**src/rtl/core/ace_pkg.sv**
```systemverilog
// Package: shared types, constants and AES helper functions for the CTR seed expander.
package ace_pkg;
    localparam int KEY_WORD_W  = 64;
    localparam int LEN_W       = 32;
    localparam int COUNT_W     = 7;
    localparam int BLOCK_BYTES = 16;
    localparam int MAX_BURST_DEFAULT = 64;
    localparam int CFG_IDX_W   = 3;
    localparam int NUM_ROUNDS  = 14;

    typedef enum logic [2:0] {
        REG_KEY0 = 3'd0,
        REG_KEY1 = 3'd1,
        REG_KEY2 = 3'd2,
        REG_KEY3 = 3'd3,
        REG_DIV  = 3'd4,
        REG_MLEN = 3'd5
    } cfg_reg_t;

    typedef enum logic [1:0] {
        BK_IDLE,
        BK_ENCRYPT,
        BK_EMIT
    } back_state_t;

    typedef struct packed {
        logic                 restart;
        logic [COUNT_W-1:0]   count;
    } cmd_t;

    function automatic logic [7:0] sbox(input logic [7:0] a);
        logic [7:0] t [256];
        t = '{
        8'h63,8'h7c,8'h77,8'h7b,8'hf2,8'h6b,8'h6f,8'hc5,8'h30,8'h01,8'h67,8'h2b,8'hfe,8'hd7,8'hab,8'h76,
        8'hca,8'h82,8'hc9,8'h7d,8'hfa,8'h59,8'h47,8'hf0,8'had,8'hd4,8'ha2,8'haf,8'h9c,8'ha4,8'h72,8'hc0,
        8'hb7,8'hfd,8'h93,8'h26,8'h36,8'h3f,8'hf7,8'hcc,8'h34,8'ha5,8'he5,8'hf1,8'h71,8'hd8,8'h31,8'h15,
        8'h04,8'hc7,8'h23,8'hc3,8'h18,8'h96,8'h05,8'h9a,8'h07,8'h12,8'h80,8'he2,8'heb,8'h27,8'hb2,8'h75,
        8'h09,8'h83,8'h2c,8'h1a,8'h1b,8'h6e,8'h5a,8'ha0,8'h52,8'h3b,8'hd6,8'hb3,8'h29,8'he3,8'h2f,8'h84,
        8'h53,8'hd1,8'h00,8'hed,8'h20,8'hfc,8'hb1,8'h5b,8'h6a,8'hcb,8'hbe,8'h39,8'h4a,8'h4c,8'h58,8'hcf,
        8'hd0,8'hef,8'haa,8'hfb,8'h43,8'h4d,8'h33,8'h85,8'h45,8'hf9,8'h02,8'h7f,8'h50,8'h3c,8'h9f,8'ha8,
        8'h51,8'ha3,8'h40,8'h8f,8'h92,8'h9d,8'h38,8'hf5,8'hbc,8'hb6,8'hda,8'h21,8'h10,8'hff,8'hf3,8'hd2,
        8'hcd,8'h0c,8'h13,8'hec,8'h5f,8'h97,8'h44,8'h17,8'hc4,8'ha7,8'h7e,8'h3d,8'h64,8'h5d,8'h19,8'h73,
        8'h60,8'h81,8'h4f,8'hdc,8'h22,8'h2a,8'h90,8'h88,8'h46,8'hee,8'hb8,8'h14,8'hde,8'h5e,8'h0b,8'hdb,
        8'he0,8'h32,8'h3a,8'h0a,8'h49,8'h06,8'h24,8'h5c,8'hc2,8'hd3,8'hac,8'h62,8'h91,8'h95,8'he4,8'h79,
        8'he7,8'hc8,8'h37,8'h6d,8'h8d,8'hd5,8'h4e,8'ha9,8'h6c,8'h56,8'hf4,8'hea,8'h65,8'h7a,8'hae,8'h08,
        8'hba,8'h78,8'h25,8'h2e,8'h1c,8'ha6,8'hb4,8'hc6,8'he8,8'hdd,8'h74,8'h1f,8'h4b,8'hbd,8'h8b,8'h8a,
        8'h70,8'h3e,8'hb5,8'h66,8'h48,8'h03,8'hf6,8'h0e,8'h61,8'h35,8'h57,8'hb9,8'h86,8'hc1,8'h1d,8'h9e,
        8'he1,8'hf8,8'h98,8'h11,8'h69,8'hd9,8'h8e,8'h94,8'h9b,8'h1e,8'h87,8'he9,8'hce,8'h55,8'h28,8'hdf,
        8'h8c,8'ha1,8'h89,8'h0d,8'hbf,8'he6,8'h42,8'h68,8'h41,8'h99,8'h2d,8'h0f,8'hb0,8'h54,8'hbb,8'h16};
        return t[a];
    endfunction

    function automatic logic [7:0] xtime(input logic [7:0] a);
        return {a[6:0], 1'b0} ^ (a[7] ? 8'h1b : 8'h00);
    endfunction

    // byte i of a 128-bit block sits at bits [127-8i -: 8]
    function automatic logic [31:0] sub_word(input logic [31:0] w);
        return {sbox(w[31:24]), sbox(w[23:16]), sbox(w[15:8]), sbox(w[7:0])};
    endfunction

    function automatic logic [127:0] aes_round(input logic [127:0] s, input logic last);
        logic [7:0]   b [16];
        logic [7:0]   t [16];
        logic [7:0]   a0, a1, a2, a3, al;
        logic [127:0] o;
        for (int i = 0; i < 16; i++)
            b[i] = s[127-8*i -: 8];
        for (int r = 0; r < 4; r++)
            for (int c = 0; c < 4; c++)
                t[r+4*c] = sbox(b[r + 4*((c + r) % 4)]);
        if (!last)
        begin
            for (int c = 0; c < 4; c++)
            begin
                a0 = t[4*c]; a1 = t[4*c+1]; a2 = t[4*c+2]; a3 = t[4*c+3];
                al = a0 ^ a1 ^ a2 ^ a3;
                t[4*c]   = a0 ^ al ^ xtime(a0 ^ a1);
                t[4*c+1] = a1 ^ al ^ xtime(a1 ^ a2);
                t[4*c+2] = a2 ^ al ^ xtime(a2 ^ a3);
                t[4*c+3] = a3 ^ al ^ xtime(a3 ^ a0);
            end
        end
        for (int i = 0; i < 16; i++)
            o[127-8*i -: 8] = t[i];
        return o;
    endfunction
endpackage

```
**src/rtl/core/ace_if.sv**
```systemverilog
// Interfaces: valid/ready channels for requests, bytes and configuration writes.
interface ace_req_if;
    logic       valid;
    logic       ready;
    logic       restart;
    logic [6:0] byte_count;
    modport source (output valid, restart, byte_count, input ready);
    modport sink   (input valid, restart, byte_count, output ready);
endinterface


```
**src/rtl/core/ace_front.sv**
```systemverilog
// Front end: accepts requests, saturates the count, drops empty non-restart requests, 2-deep queue.
module ace_front #(
    parameter int MAX_BURST = ace_pkg::MAX_BURST_DEFAULT
) (
    input  logic           clk,
    input  logic           rst_n,
    ace_req_if.sink        req,
    output logic           cmd_valid,
    input  logic           cmd_ready,
    output ace_pkg::cmd_t  cmd
);
    import ace_pkg::*;

    cmd_t       q_reg [2];
    logic [1:0] cnt_reg, cnt_next;
    logic       rd_reg, rd_next, wr_reg, wr_next;
    cmd_t       in_cmd;
    logic       push, pop, keep;

    always_comb
    begin
        in_cmd.restart = req.restart;
        in_cmd.count   = (req.byte_count > COUNT_W'(MAX_BURST)) ? COUNT_W'(MAX_BURST)
                                                                : req.byte_count;
    end

    assign req.ready = (cnt_reg != 2'd2);
    // an empty request without restart does nothing
    assign keep      = in_cmd.restart || (in_cmd.count != '0);
    assign push      = req.valid && req.ready && keep;
    assign cmd_valid = (cnt_reg != 2'd0);
    assign pop       = cmd_valid && cmd_ready;
    assign cmd       = q_reg[rd_reg];

    always_comb
    begin
        cnt_next = cnt_reg + 2'(push) - 2'(pop);
        rd_next  = rd_reg ^ pop;
        wr_next  = wr_reg ^ push;
    end

    always_ff @(posedge clk or negedge rst_n)
    begin
        if (!rst_n)
        begin
            cnt_reg <= '0;
            rd_reg  <= 1'b0;
            wr_reg  <= 1'b0;
        end
        else
        begin
            cnt_reg <= cnt_next;
            rd_reg  <= rd_next;
            wr_reg  <= wr_next;
        end
    end

    always_ff @(posedge clk)
    begin
        if (push)
            q_reg[wr_reg] <= in_cmd;
    end
endmodule

```
**src/flat_wrapper.sv**
```systemverilog
// flat-port wrapper written by rule: the top's interface ports become plain ports
module ace_front_flat import ace_pkg::*;
#(
    parameter int MAX_BURST = ace_pkg::MAX_BURST_DEFAULT
)
  (clk, rst_n, cmd_valid, cmd_ready, cmd, req_valid, req_restart, req_byte_count, req_ready);
  ace_req_if req_i ();
  input  logic clk;
  input  logic rst_n;
  output logic cmd_valid;
  input  logic cmd_ready;
  output ace_pkg::cmd_t cmd;
  input wire logic [$bits(req_i.valid)-1:0] req_valid;
  input wire logic [$bits(req_i.restart)-1:0] req_restart;
  input wire logic [$bits(req_i.byte_count)-1:0] req_byte_count;
  output wire logic [$bits(req_i.ready)-1:0] req_ready;
  assign req_i.valid = req_valid;
  assign req_i.restart = req_restart;
  assign req_i.byte_count = req_byte_count;
  assign req_ready = req_i.ready;
  ace_front #(.MAX_BURST(MAX_BURST)) u_core (.clk(clk), .rst_n(rst_n), .req(req_i), .cmd_valid(cmd_valid), .cmd_ready(cmd_ready), .cmd(cmd));
endmodule
```
**config.mk**
```make
export PLATFORM = sky130hd
export DESIGN_NAME = ace_front_flat
export DESIGN_NICKNAME = d
export VERILOG_FILES = /design/src/rtl/core/ace_pkg.sv /design/src/rtl/core/ace_if.sv /design/src/rtl/core/ace_front.sv /design/src/flat_wrapper.sv
export SDC_FILE = /design/constraint.sdc
export NUM_CORES = 1
export LEC_CHECK = 0
export ABC_AREA = 1
export CAP_MARGIN = 30
export CORE_MARGIN = 3
export CORE_UTILIZATION = 59
export CTS_CLUSTER_SIZE = 30
export DETAILED_ROUTE_END_ITERATION = 8
export DONT_BUFFER_PORTS = 1
export PLACE_DENSITY = 0.75
export SLEW_MARGIN = 10
export SYNTH_ARGS = -nofsm -noshare
export SYNTH_HDL_FRONTEND = slang
export SYNTH_SLANG_ARGS = --single-unit
```
**constraint.sdc**
```tcl
create_clock -name clk -period 2 [get_ports clk]
set_clock_uncertainty 0.2 [all_clocks]
set_input_delay 0.1 -clock clk [delete_from_list [all_inputs] [get_ports clk]]
set_output_delay 0.1 -clock clk [all_outputs]
set_load 0.01 [all_outputs]
```
==> summary.md, run 1 <==
| Metric | Value |
|---|---|
| DR vias | 604 |
| Critical Path End Type | flop |
| Clock power frac | 14.7% |
| Sequential area share after synthesis | 65.3% |
| R2R setup slack | 0.19 ns |
| Post-CTS setup repair buffer count | 0 |
| RR Startpoint | u_core.cnt_reg[1]$_DFF_PN0_ |
| Comb power frac | 34.9% |
| Ys async rst share | 20.0% |
| Sw Ratio | 38.7% |
| Pwr Density | 1260 nW/um^2 |
| I/O Pins | 22 |
| Die area | 2010 sq um |
| GRT Residual Overflow | 0 |
| Root Driver | clkbuf_4 |
| First-pass GRT wire length | 2.79 mm |
| Gpl congestion | 0.617 |
| Worst min path class | in -> reg |
| Max Fanout on Critical Path | 8 |
| Fin Hold WS | 0.0125 ns |
| Final core occ | 76.7% |
| Worst Min Path Start | req_valid |
| Largest register FFs | 16 |
| Initial core utilization | 65.9% |
| Fin cells | 109 |
| Slowest CP cell | dfrtp_1 |
| CP Data Arrival Time | 1.57 ns |
| Top cell types by occurrence after synthesis | nand2_1 (31), edfxtp_1 (16), a21boi_1 (6), inv_1 (6), nor2_1 (5) |
| Placement Cell Area | 900 sq um |
| Clk Latency, worst-skew pair | 0.30 ns |
| Slew headroom | 74.4% |
| CP Cell Sequence | nand2_1, nand2_1, nor2_1, ha_1 |
| CP delay by family, top | flip-flops |
| Final setup violation count | 0 |
| Leak | 0.459 nW |
| Yosys warning count | 0 |
| Fillcell total | 87 |
| CP Launch Type | flop |
| Total global routing track utilization | 20.1% |
| Die Wd | 44.8 microns |
| Minimum clock period | 1.81 ns |
| Initial antenna violation count | 0 |
| Port buffer count | 0 |
| Setup tns final | 0 ns |
| Top-count cell post-synth | nand2_1 |
| Placed insts | 94 |
| CTS Hold Bufs | 11 |
| Share of the synthesized area in the top cell type | 54.0% |
| WL per Instance | 15.9 microns |
| Reg power frac | 50.4% |
| Vias per inst | 5.54 |
| R2R cell count | 4 |
| Htree depth | 1 |
| CP Class | reg -> reg |
| P&R area growth vs syn | 16.5% |
| Initial detailed-routing violation count | 38 |
| CTS sink cnt | 20 |
| Standard-cell row count | 13 |
| Max-slew violation total from the final report | 0 |
| FF-to-FF End | u_core.q_reg[0][0]$_DFFE_PP_ |
| Finished Cell Area | 1040 sq um |
| Top_reg_cell synth | edfxtp_1 |
| Post-Syn Area | 890 sq um |
| Number of synthesized flops with an enable pin | 16 |
| Post-synthesis cell type count | 15 |
| Psw | 0.000503 W |
| Fraction of layout cells with a size suffix above 1 | 7.45% |
| Post-DP HPWL | 1.23 mm |
| Avg Inst Size Synth | 11.0 sq um |
| P_int | 0.000799 W |
| ANT cells | 0 |
| First drt pass iteration count | 4 |
| Peak supply drop | 0.888 mV |
| Maxcap violations | 0 |
| Final Hold Fails | 0 |
| Fin crit share | 90.5% |
| Status | complete, no violations |
| Core box area | 1350 sq um |
| Flops & latches, synth | 20 |
| Longest Clk Path Bufs | 2 |
| Final routed DRC violation total | 0 |
| Vias in the first global route | 633 |
| CTS tree | built |
| Syn Nets | 97 |
| CTS buffer count | 3 |
| Worst path most repeated cell | nand2_1 |
| Yosys top cell by area | edfxtp_1 |
| Least-Margin Pin Slew | 0.384 ns |
| Post_cts resized | 0 |
| Largest cells by area after synthesis | edfxtp_1 (54%), nand2_1 (13%), dfrtp_1 (11%), ha_1 (5.6%), a21boi_1 (5.1%) |
| Mapped Cells | 81 |
| Final nets | 111 |
| FMAX | 553 MHz |
| Clock Pin Slew Worst Setup and Hold Paths | 0.11 ns |
| Largest net degree at the start of global routing | 12 |
| Chip Height | 44.8 microns |
| CP Buf/Inv Count | 0 |
| WHS Path Cells | 3 |
| RSZ-0062 raised after global routing | false |
| WP data required | 1.77 ns |
| Routed Antenna Nets | 0 |
| Critical Path Max Stage Delay | 0.43 ns |
| WL final | 1.73 mm |
| Hold endpoint | u_core.cnt_reg[0]$_DFF_PN0_ |
-- power by group through the flow --
| stage | Sequential, W | Combinational, W | Clock [W] |
|---|---|---|---|
| after CTS | 0.000657 | 0.000454 | 0.000188 |
| after global routing | 0.000672 | 0.000514 | 0.000209 |
| after detailed placement | 0.000668 | 0.000433 | 0 |
| final | 0.000656 | 0.000454 | 0.000191 |
| after floorplan | 0.000625 | 0.000373 | 0 |
| after global placement | 0.000659 | 0.000400 | 0 |
-- how the worst max path moves through the flow --
stage | start | slack (ns) | cells after the start | to
after global routing | u_core.cnt_reg[1]$_DFF_PN0_ | 0.06 | 4 | u_core.q_reg[1][0]$_DFFE_PP_
final | u_core.cnt_reg[1]$_DFF_PN0_ | 0.19 | 4 | u_core.q_reg[0][0]$_DFFE_PP_
after floorplan | u_core.cnt_reg[1]$_DFF_PN0_ | 0.38 | 4 | u_core.q_reg[0][0]$_DFFE_PP_
after CTS | u_core.cnt_reg[1]$_DFF_PN0_ | 0.15 | 4 | u_core.q_reg[0][1]$_DFFE_PP_
after detailed placement | u_core.cnt_reg[1]$_DFF_PN0_ | 0.16 | 4 | u_core.q_reg[0][1]$_DFFE_PP_
after global placement | u_core.cnt_reg[1]$_DFF_PN0_ | 0.25 | 4 | u_core.q_reg[1][0]$_DFFE_PP_
-- logic make-up (layout without fill, tap and decap cells) --
group                    after synthesis  after routing  share of synthesized area (%)
adder cells (fa/ha/maj)                4              4                           5.63
XOR/XNOR                               2              2                           1.97
buffers and inverters                 11             24                           5.06
AND/OR/NAND/NOR                       38             38                           17.0
flip-flops                            20             20                           65.3
AO/OA/AOI/OAI                          6              6                           5.06
-- worst register-to-register path, cell delays in order, from the launching register on --
cell     delay (ns)
dfrtp_1        0.43
nand2_1        0.16
nand2_1        0.07
nor2_1         0.19
ha_1           0.43
-- cell usage in the layout (no fill, tap or decap), drive strengths merged --
master       synthesis  final
dlygate4sd3          0     11
inv                  9      9
nand2               31     31
nand3                1      1
or2                  1      1
xnor2                1      1
clkinv               0      1
clkbuf               1      3
xor2                 1      1
a21boi               6      6
ha                   4      4
edfxtp              16     16
nor2                 5      5
dfrtp                4      4
-- per-stage QoR --
step	setup WS (ns)	total power (W)
after global routing	0.0570	0.00139
after CTS	0.149	0.00130
after global placement	0.251	0.00106
after detailed placement	0.162	0.00110
after floorplan	0.383	0.000998
final	0.191	0.00130
-- area by class of cell --
class                           instances  area (sq um)  area share, %
Sequential cell                        20           581           56.0
Multi-Input combinational cell         50           264           25.5
Timing Repair Buffer                   11           110           10.6
Inverter                                9          36.3           3.50
Clock buffer                            3          22.5           2.17
Tap cell                               15          18.8           1.81
Clock inverter                          1          3.75          0.362
-- layer usage --
metal  share of wire (%)  vias up  GRT usage [%]  wire, microns
met5                   0        -              0              0
met4                 2.5        0           9.36             43
met3                 7.6        8           6.37            132
met2                  52       30           33.0            908
met1                  37      279           24.1            647
li1                    -      287              -              -
Note: power is estimated with default switching activity, not from simulation.
==> run 2, diff against run 1 <==
Settings changed: PLACE_DENSITY 0.75 to 0.76.
==> run 2 against run 1 <==
Critical endpoint unchanged; die area stayed put; global-route usage is 1.0 points higher; utilization stayed put; sequential cell count stayed put; clock power hardly changed; critical path type unchanged.
==> summary.md, run 2 (synthesized netlist as in run 1, its figures left out) <==
| Metric | Value |
|---|---|
| Status | complete, no violations (unchanged) |
| Worst min path class | in -> reg (unchanged) |
| CTS tree | built (unchanged) |
| Routed Antenna Nets | 0 (unchanged) |
| Post-Route M1 WL | 785 microns (was 647 microns) |
| Final routed DRC violation total | 0 (unchanged) |
| Final Hold Fails | 0 (unchanged) |
| I/O Pins | 22 (unchanged) |
| DR vias | 590 (was 604) |
| FMAX | 533 MHz (was 553 MHz) |
| First-pass GRT wire length | 2.83 mm (was 2.79 mm) |
| CP Class | reg -> reg (unchanged) |
| R2R setup slack | 0.12 ns (was 0.19 ns) |
| Final setup violation count | 0 (unchanged) |
| Post-route total power | 0.00131 W (was 0.00130 W) |
| Slowest CP cell | ha_1 (was dfrtp_1) |
| Placement Cell Area | 900 sq um (unchanged) |
| Post-CTS setup repair buffer count | 0 (unchanged) |
| Detailed-routed wire length on met3 | 80 microns (was 132 microns) |
| Htree depth | 1 (unchanged) |
| Initial antenna violation count | 0 (unchanged) |
| Critical Path Max Stage Delay | 0.45 ns (was 0.43 ns) |
| Post-DP HPWL | 1.18 mm (was 1.23 mm) |
| R2R cell count | 4 (unchanged) |
| RSZ-0062 raised after global routing | false (unchanged) |
| CTS sink cnt | 20 (unchanged) |
| Leak | 0.459 nW (unchanged) |
| Minimum clock period | 1.88 ns (was 1.81 ns) |
| Vias per inst | 5.41 (was 5.54) |
| CP Launch Type | flop (unchanged) |
| Worst Min Path Start | req_byte_count[1] (was req_valid) |
| CP Data Arrival Time | 1.65 ns (was 1.57 ns) |
| Fraction of layout cells with a size suffix above 1 | 7.45% (unchanged) |
| Largest net degree at the start of global routing | 12 (unchanged) |
| Met2 wire len | 922 microns (was 908 microns) |
| Fin crit share | 93.8% (was 90.5%) |
| Chip Height | 44.8 microns (unchanged) |
| Finished Cell Area | 1040 sq um (unchanged) |
| CP Buf/Inv Count | 0 (unchanged) |
| Critical Path End Type | flop (unchanged) |
| Die area | 2010 sq um (unchanged) |
| Peak supply drop | 1.12 mV (was 0.888 mV) |
| Clk Latency, worst-skew pair | 0.30 ns (about the same) |
| RR Startpoint | u_core.cnt_reg[1]$_DFF_PN0_ (unchanged) |
| Total global routing track utilization | 21.1% (was 20.1%) |
| Leading cell types in the layout, fill and taps excluded | nand2_1 (31), edfxtp_1 (16), dlygate4sd3_1 (11) (unchanged) |
| WP data required | 1.77 ns (about the same) |
| WL final | 1.85 mm (was 1.73 mm) |
| WHS Path Cells | 3 (unchanged) |
| Hold endpoint | u_core.q_reg[1][5]$_DFFE_PP_ (was u_core.cnt_reg[0]$_DFF_PN0_) |
| CTS Hold Bufs | 11 (unchanged) |
| CTS buffer count | 3 (unchanged) |
| Fillcell total | 90 (was 87) |
| Setup tns final | 0 ns (unchanged) |
| Standard-cell row count | 13 (unchanged) |
| WL per Instance | 17.0 microns (was 15.9 microns) |
| Pwr Density | 1270 nW/um^2 (was 1260 nW/um^2) |
| Post_cts resized | 0 (unchanged) |
| P&R area growth vs syn | 16.5% (unchanged) |
| Longest Clk Path Bufs | 2 (unchanged) |
| Worst path most repeated cell | nand2_1 (unchanged) |
| Core box area | 1350 sq um (unchanged) |
| Die Wd | 44.8 microns (unchanged) |
| GRT Residual Overflow | 0 (unchanged) |
| Clock Pin Slew Worst Setup and Hold Paths | 0.11 ns (about the same) |
| Max-slew violation total from the final report | 0 (unchanged) |
| ANT cells | 0 (unchanged) |
| Vias in the first global route | 579 (was 633) |
| Final nets | 111 (unchanged) |
| Root Driver | clkbuf_4 (unchanged) |
| Max Fanout on Critical Path | 8 (unchanged) |
| Slew headroom | 74.3% (was 74.4%) |
| Initial detailed-routing violation count | 22 (was 38) |
| First drt pass iteration count | 5 (was 4) |
| Least-Margin Pin Slew | 0.386 ns (was 0.384 ns) |
| FF-to-FF End | u_core.q_reg[0][0]$_DFFE_PP_ (unchanged) |
| Largest register FFs | 16 (unchanged) |
| Top sig layer | met4 (unchanged) |
| Maxcap violations | 0 (unchanged) |
| Gpl congestion | 0.745 (was 0.617) |
| CP Cell Sequence | nand2_1, nand2_1, nor2_1, ha_1 (unchanged) |
| CP delay by family, top | simple AND/OR/NAND/NOR gates (was flip-flops) |
| Commonest non-fill, non-tap cell in the layout | nand2_1 (unchanged) |
| Initial core utilization | 65.9% (unchanged) |
| Port buffer count | 0 (unchanged) |
[run 2: cell counts in the layout (fill, tap and decap cells not counted)]
Identical to the previous run, type by type.
[run 2: how the worst max path moves through the flow]
| stage | from | end | slack [ns] | depth (start not counted) |
|---|---|---|---|---|
| CTS | u_core.cnt_reg[1]$_DFF_PN0_ | u_core.q_reg[0][6]$_DFFE_PP_ | 0.12 | 4 |
| finish | u_core.cnt_reg[1]$_DFF_PN0_ | u_core.q_reg[0][0]$_DFFE_PP_ | 0.12 | 4 |
| detailed placement | u_core.cnt_reg[1]$_DFF_PN0_ | u_core.q_reg[0][4]$_DFFE_PP_ | 0.14 | 4 |
| global route | u_core.cnt_reg[1]$_DFF_PN0_ | u_core.q_reg[0][5]$_DFFE_PP_ | 0.08 | 4 |
| floorplan | u_core.cnt_reg[1]$_DFF_PN0_ | u_core.q_reg[0][0]$_DFFE_PP_ | 0.38 | 4 |
| global placement | u_core.cnt_reg[1]$_DFF_PN0_ | u_core.q_reg[1][7]$_DFFE_PP_ | 0.24 | 4 |
[run 2: per-stage QoR]
stage	util (%)	setup slack (ns)	std cells	hold WS [ns]
floorplan	-	0.383	81	-0.396
global placement	66.6	0.241	94	-0.396
detailed placement	66.6	0.138	94	-0.396
CTS	76.7	0.123	109	0.00264
global route	76.7	0.0812	109	0.0203
finish	76.7	0.123	109	0.0139
[run 2: area by class of cell]
type	count	area [sq um]	area share, %
Sequential cell	20	581	56.0
Multi-Input combinational cell	50	264	25.5
Inverter	9	36.3	3.50
Tap cell	15	18.8	1.81
Clock inverter	1	3.75	0.362
Timing Repair Buffer	11	110	10.6
Clock buffer	3	22.5	2.17
[run 2: where the power goes]
group	total [W]	internal, W	leakage [nW]	switching, W
logic	0.000461	0.000142	0.245	0.000318
clock network	0.000194	0.0000728	0.0154	0.000121
registers	0.000659	0.000585	0.198	0.0000736
total	0.00131	0.000800	0.459	0.000513
[run 2: tightest hold or removal path, cell delays in order]
cell,delay [ns]
nor2_1,0.03
nand3_2,0.13
a21boi_1,0.10
[run 2: layer usage]
metal / vias up / GRT usage, %
li1: 287 / -
met1: 283 / 26.2
met2: 14 / 35.0
met3: 6 / 3.19
met4: 0 / 12.3
met5: - / 0
==> run 3, diff against run 2 <==
Settings changed: CORE_UTILIZATION 59 to 63, PLACE_DENSITY 0.76 to 0.8.
Clock period 2 ns to 2.3 ns, I/O delays scaled along.
==> run 3 against run 2 <==
Routed wire length increased by 2.9%; clock power up 47%; register-to-register slack gained 0.28 ns; clock-buffer cell count unchanged; non-clock buffer count stayed put; cell count decreased by 0.92%; first-iteration DRC count down 9.1%; maximum frequency fell by 0.90%; utilization is 11 points higher; power shrank 3.6%; critical path depth stayed put; die area down 5.5%; largest cell class unchanged; largest power group unchanged.
==> summary.md, run 3 (synthesized netlist as in run 1, its figures left out) <==
| Metric | Value |
|---|---|
| GRT Residual Overflow | 0 (unchanged) |
| Clock Pin Slew Worst Setup and Hold Paths | 0.11 ns (about the same) |
| CTS tree | built (unchanged) |
| Maxcap violations | 0 (unchanged) |
| Routed Antenna Nets | 0 (unchanged) |
| Fillcell total | 54 (was 90) |
| R2R setup slack | 0.41 ns (was 0.12 ns) |
| Largest register FFs | 16 (unchanged) |
| Worst min path class | in -> reg (unchanged) |
| I/O Pins | 22 (unchanged) |
| RR Startpoint | u_core.cnt_reg[1]$_DFF_PN0_ (unchanged) |
| Initial antenna violation count | 0 (unchanged) |
| Fin Hold WS | 0.0451 ns (was 0.0139 ns) |
| ANT cells | 0 (unchanged) |
| Fraction of layout cells with a size suffix above 1 | 8.51% (was 7.45%) |
| Final nets | 111 (unchanged) |
| Core box area | 1220 sq um (was 1350 sq um) |
| Final Hold Fails | 0 (unchanged) |
| Clk Latency, worst-skew pair | 0.30 ns (about the same) |
| CTS sink cnt | 20 (unchanged) |
| Max-slew violation total from the final report | 0 (unchanged) |
| Max Fanout on Critical Path | 8 (unchanged) |
| RSZ-0062 raised after global routing | false (unchanged) |
| Met2 Resource Use GR | 41.0% (was 35.0%) |
| Total global routing track utilization | 23.8% (was 21.1%) |
| Minimum clock period | 1.89 ns (was 1.88 ns) |
| Met3 Use GR | 4.56% (was 3.19%) |
| Post-CTS setup repair buffer count | 0 (unchanged) |
| Worst Min Path Start | req_byte_count[1] (unchanged) |
| CP startpoint | u_core.cnt_reg[1]$_DFF_PN0_ (unchanged) |
| DR vias | 619 (was 590) |
| First-pass GRT wire length | 3.19 mm (was 2.83 mm) |
| Die Wd | 43.6 microns (was 44.8 microns) |
| WP data required | 2.07 ns (was 1.77 ns) |
| WL final | 1.90 mm (was 1.85 mm) |
| Post-DP HPWL | 1.05 mm (was 1.18 mm) |
| FMAX | 528 MHz (was 533 MHz) |
| Critical Path End Type | flop (unchanged) |
| Fin crit share | 82.3% (was 93.8%) |
| Chip Height | 43.6 microns (was 44.8 microns) |
| Setup tns final | 0 ns (unchanged) |
| Leak | 0.471 nW (was 0.459 nW) |
| Longest Clk Path Bufs | 2 (unchanged) |
| Grt met1 use | 29.4% (was 26.2%) |
| Commonest non-fill, non-tap cell in the layout | nand2_1 (unchanged) |
| Vias per inst | 5.73 (was 5.41) |
| First drt pass iteration count | 4 (was 5) |
| Pwr Density | 1190 nW/um^2 (was 1270 nW/um^2) |
| CP Class | reg -> reg (unchanged) |
| Slowest CP cell | dfrtp_1 (was ha_1) |
| Gpl congestion | 0.738 (was 0.745) |
| Htree depth | 1 (unchanged) |
| Initial core utilization | 73.1% (was 65.9%) |
| Least-Margin Pin Slew | 0.379 ns (was 0.386 ns) |
| Initial detailed-routing violation count | 20 (was 22) |
| Vias in the first global route | 653 (was 579) |
| Root Driver | clkbuf_4 (unchanged) |
| P&R area growth vs syn | 19.3% (was 16.5%) |
| Die area | 1900 sq um (was 2010 sq um) |
| CP Data Arrival Time | 1.67 ns (was 1.65 ns) |
| Final setup violation count | 0 (unchanged) |
| Slew headroom | 74.8% (was 74.3%) |
| CP Launch Type | flop (unchanged) |
| Status | complete, no violations (unchanged) |
| Critical Path Max Stage Delay | 0.44 ns (was 0.45 ns) |
| Standard-cell row count | 12 (was 13) |
| WL per Instance | 17.6 microns (was 17.0 microns) |
| Final routed DRC violation total | 0 (unchanged) |
| Peak supply drop | 1.01 mV (was 1.12 mV) |
| Worst path most repeated cell | nand2_1 (unchanged) |
| Leading cell types in the layout, fill and taps excluded | nand2_1 (31), edfxtp_1 (16), dlygate4sd3_1 (11) (unchanged) |
| Port buffer count | 0 (unchanged) |
| Largest net degree at the start of global routing | 13 (was 12) |
| CP Cell Sequence | nand2_1, nand2_1, nor2_1, ha_1 (unchanged) |
| CTS buffer count | 3 (unchanged) |
| Most Crowded Layer GR | met2 (unchanged) |
-- run 3: cell types whose count changed in the layout (fill, tap and decap cells not counted), sizes merged --
cell / delta
bufinv: +1
clkinv: -1
-- run 3: per-layer routing --
metal	up-vias	wire length, microns
li1	284	-
met1	290	697
met2	38	1020
met3	7	143
met4	0	48
met5	-	0
-- run 3: area by class of cell --
| class | count | area (sq um) | area share, % |
|---|---|---|---|
| clock buffer | 3 | 22.5 | 2.12 |
| tap | 14 | 17.5 | 1.65 |
| inverter | 9 | 36.3 | 3.42 |
| sequential | 20 | 581 | 54.7 |
| clock inverter | 1 | 30.0 | 2.83 |
| timing repair buffer | 11 | 110 | 10.4 |
| multi-input combinational | 50 | 264 | 24.9 |
-- run 3: report_power, final --
group          switching, W  internal (W)
Clock              0.000109      0.000176
Sequential        0.0000644      0.000509
Combinational      0.000284      0.000123
Total              0.000457      0.000808
-- run 3: worst max-delay path: cells and delay by family, from the launching register on --
family        cells  cell delay (ns)
fa+ha+maj         1             0.43
simple gates      3             0.49
flops             1             0.44
-- run 3: path summary, 6_finish.rpt --
check / depth (start not counted) / endpoint
worst max-delay path: 4 / u_core.q_reg[0][7]$_DFFE_PP_
worst min-delay path: 3 / u_core.q_reg[1][2]$_DFFE_PP_
worst max register to register: 4 / u_core.q_reg[0][7]$_DFFE_PP_
worst min register to register: 3 / u_core.wr_reg$_DFF_PN0_
max in group asynchronous: 2 / u_core.cnt_reg[0]$_DFF_PN0_
min in group asynchronous: 2 / u_core.cnt_reg[1]$_DFF_PN0_
-- run 3: repair_timing --
| action | in CTS | in global routing |
|---|---|---|
| hold buffers | 11 | 0 |
| resized for setup | 0 | 0 |
| hold endpoints to repair | 21 | 0 |
-- run 3: stage by stage --
| step | instance area (sq um) | cells | util (%) | power (W) | setup slack (ns) |
|---|---|---|---|---|---|
| final | 1060 | 108 | 87.2 | 0.00127 | 0.406 |
| after global routing | 1060 | 108 | 87.2 | 0.00134 | 0.335 |
| after CTS | 1060 | 108 | 87.2 | 0.00125 | 0.433 |
| after detailed placement | 898 | 93 | 73.9 | 0.000949 | 0.502 |
| after global placement | 898 | 93 | 73.9 | 0.000914 | 0.544 |
| after floorplan | 890 | 81 | - | 0.000868 | 0.683 |
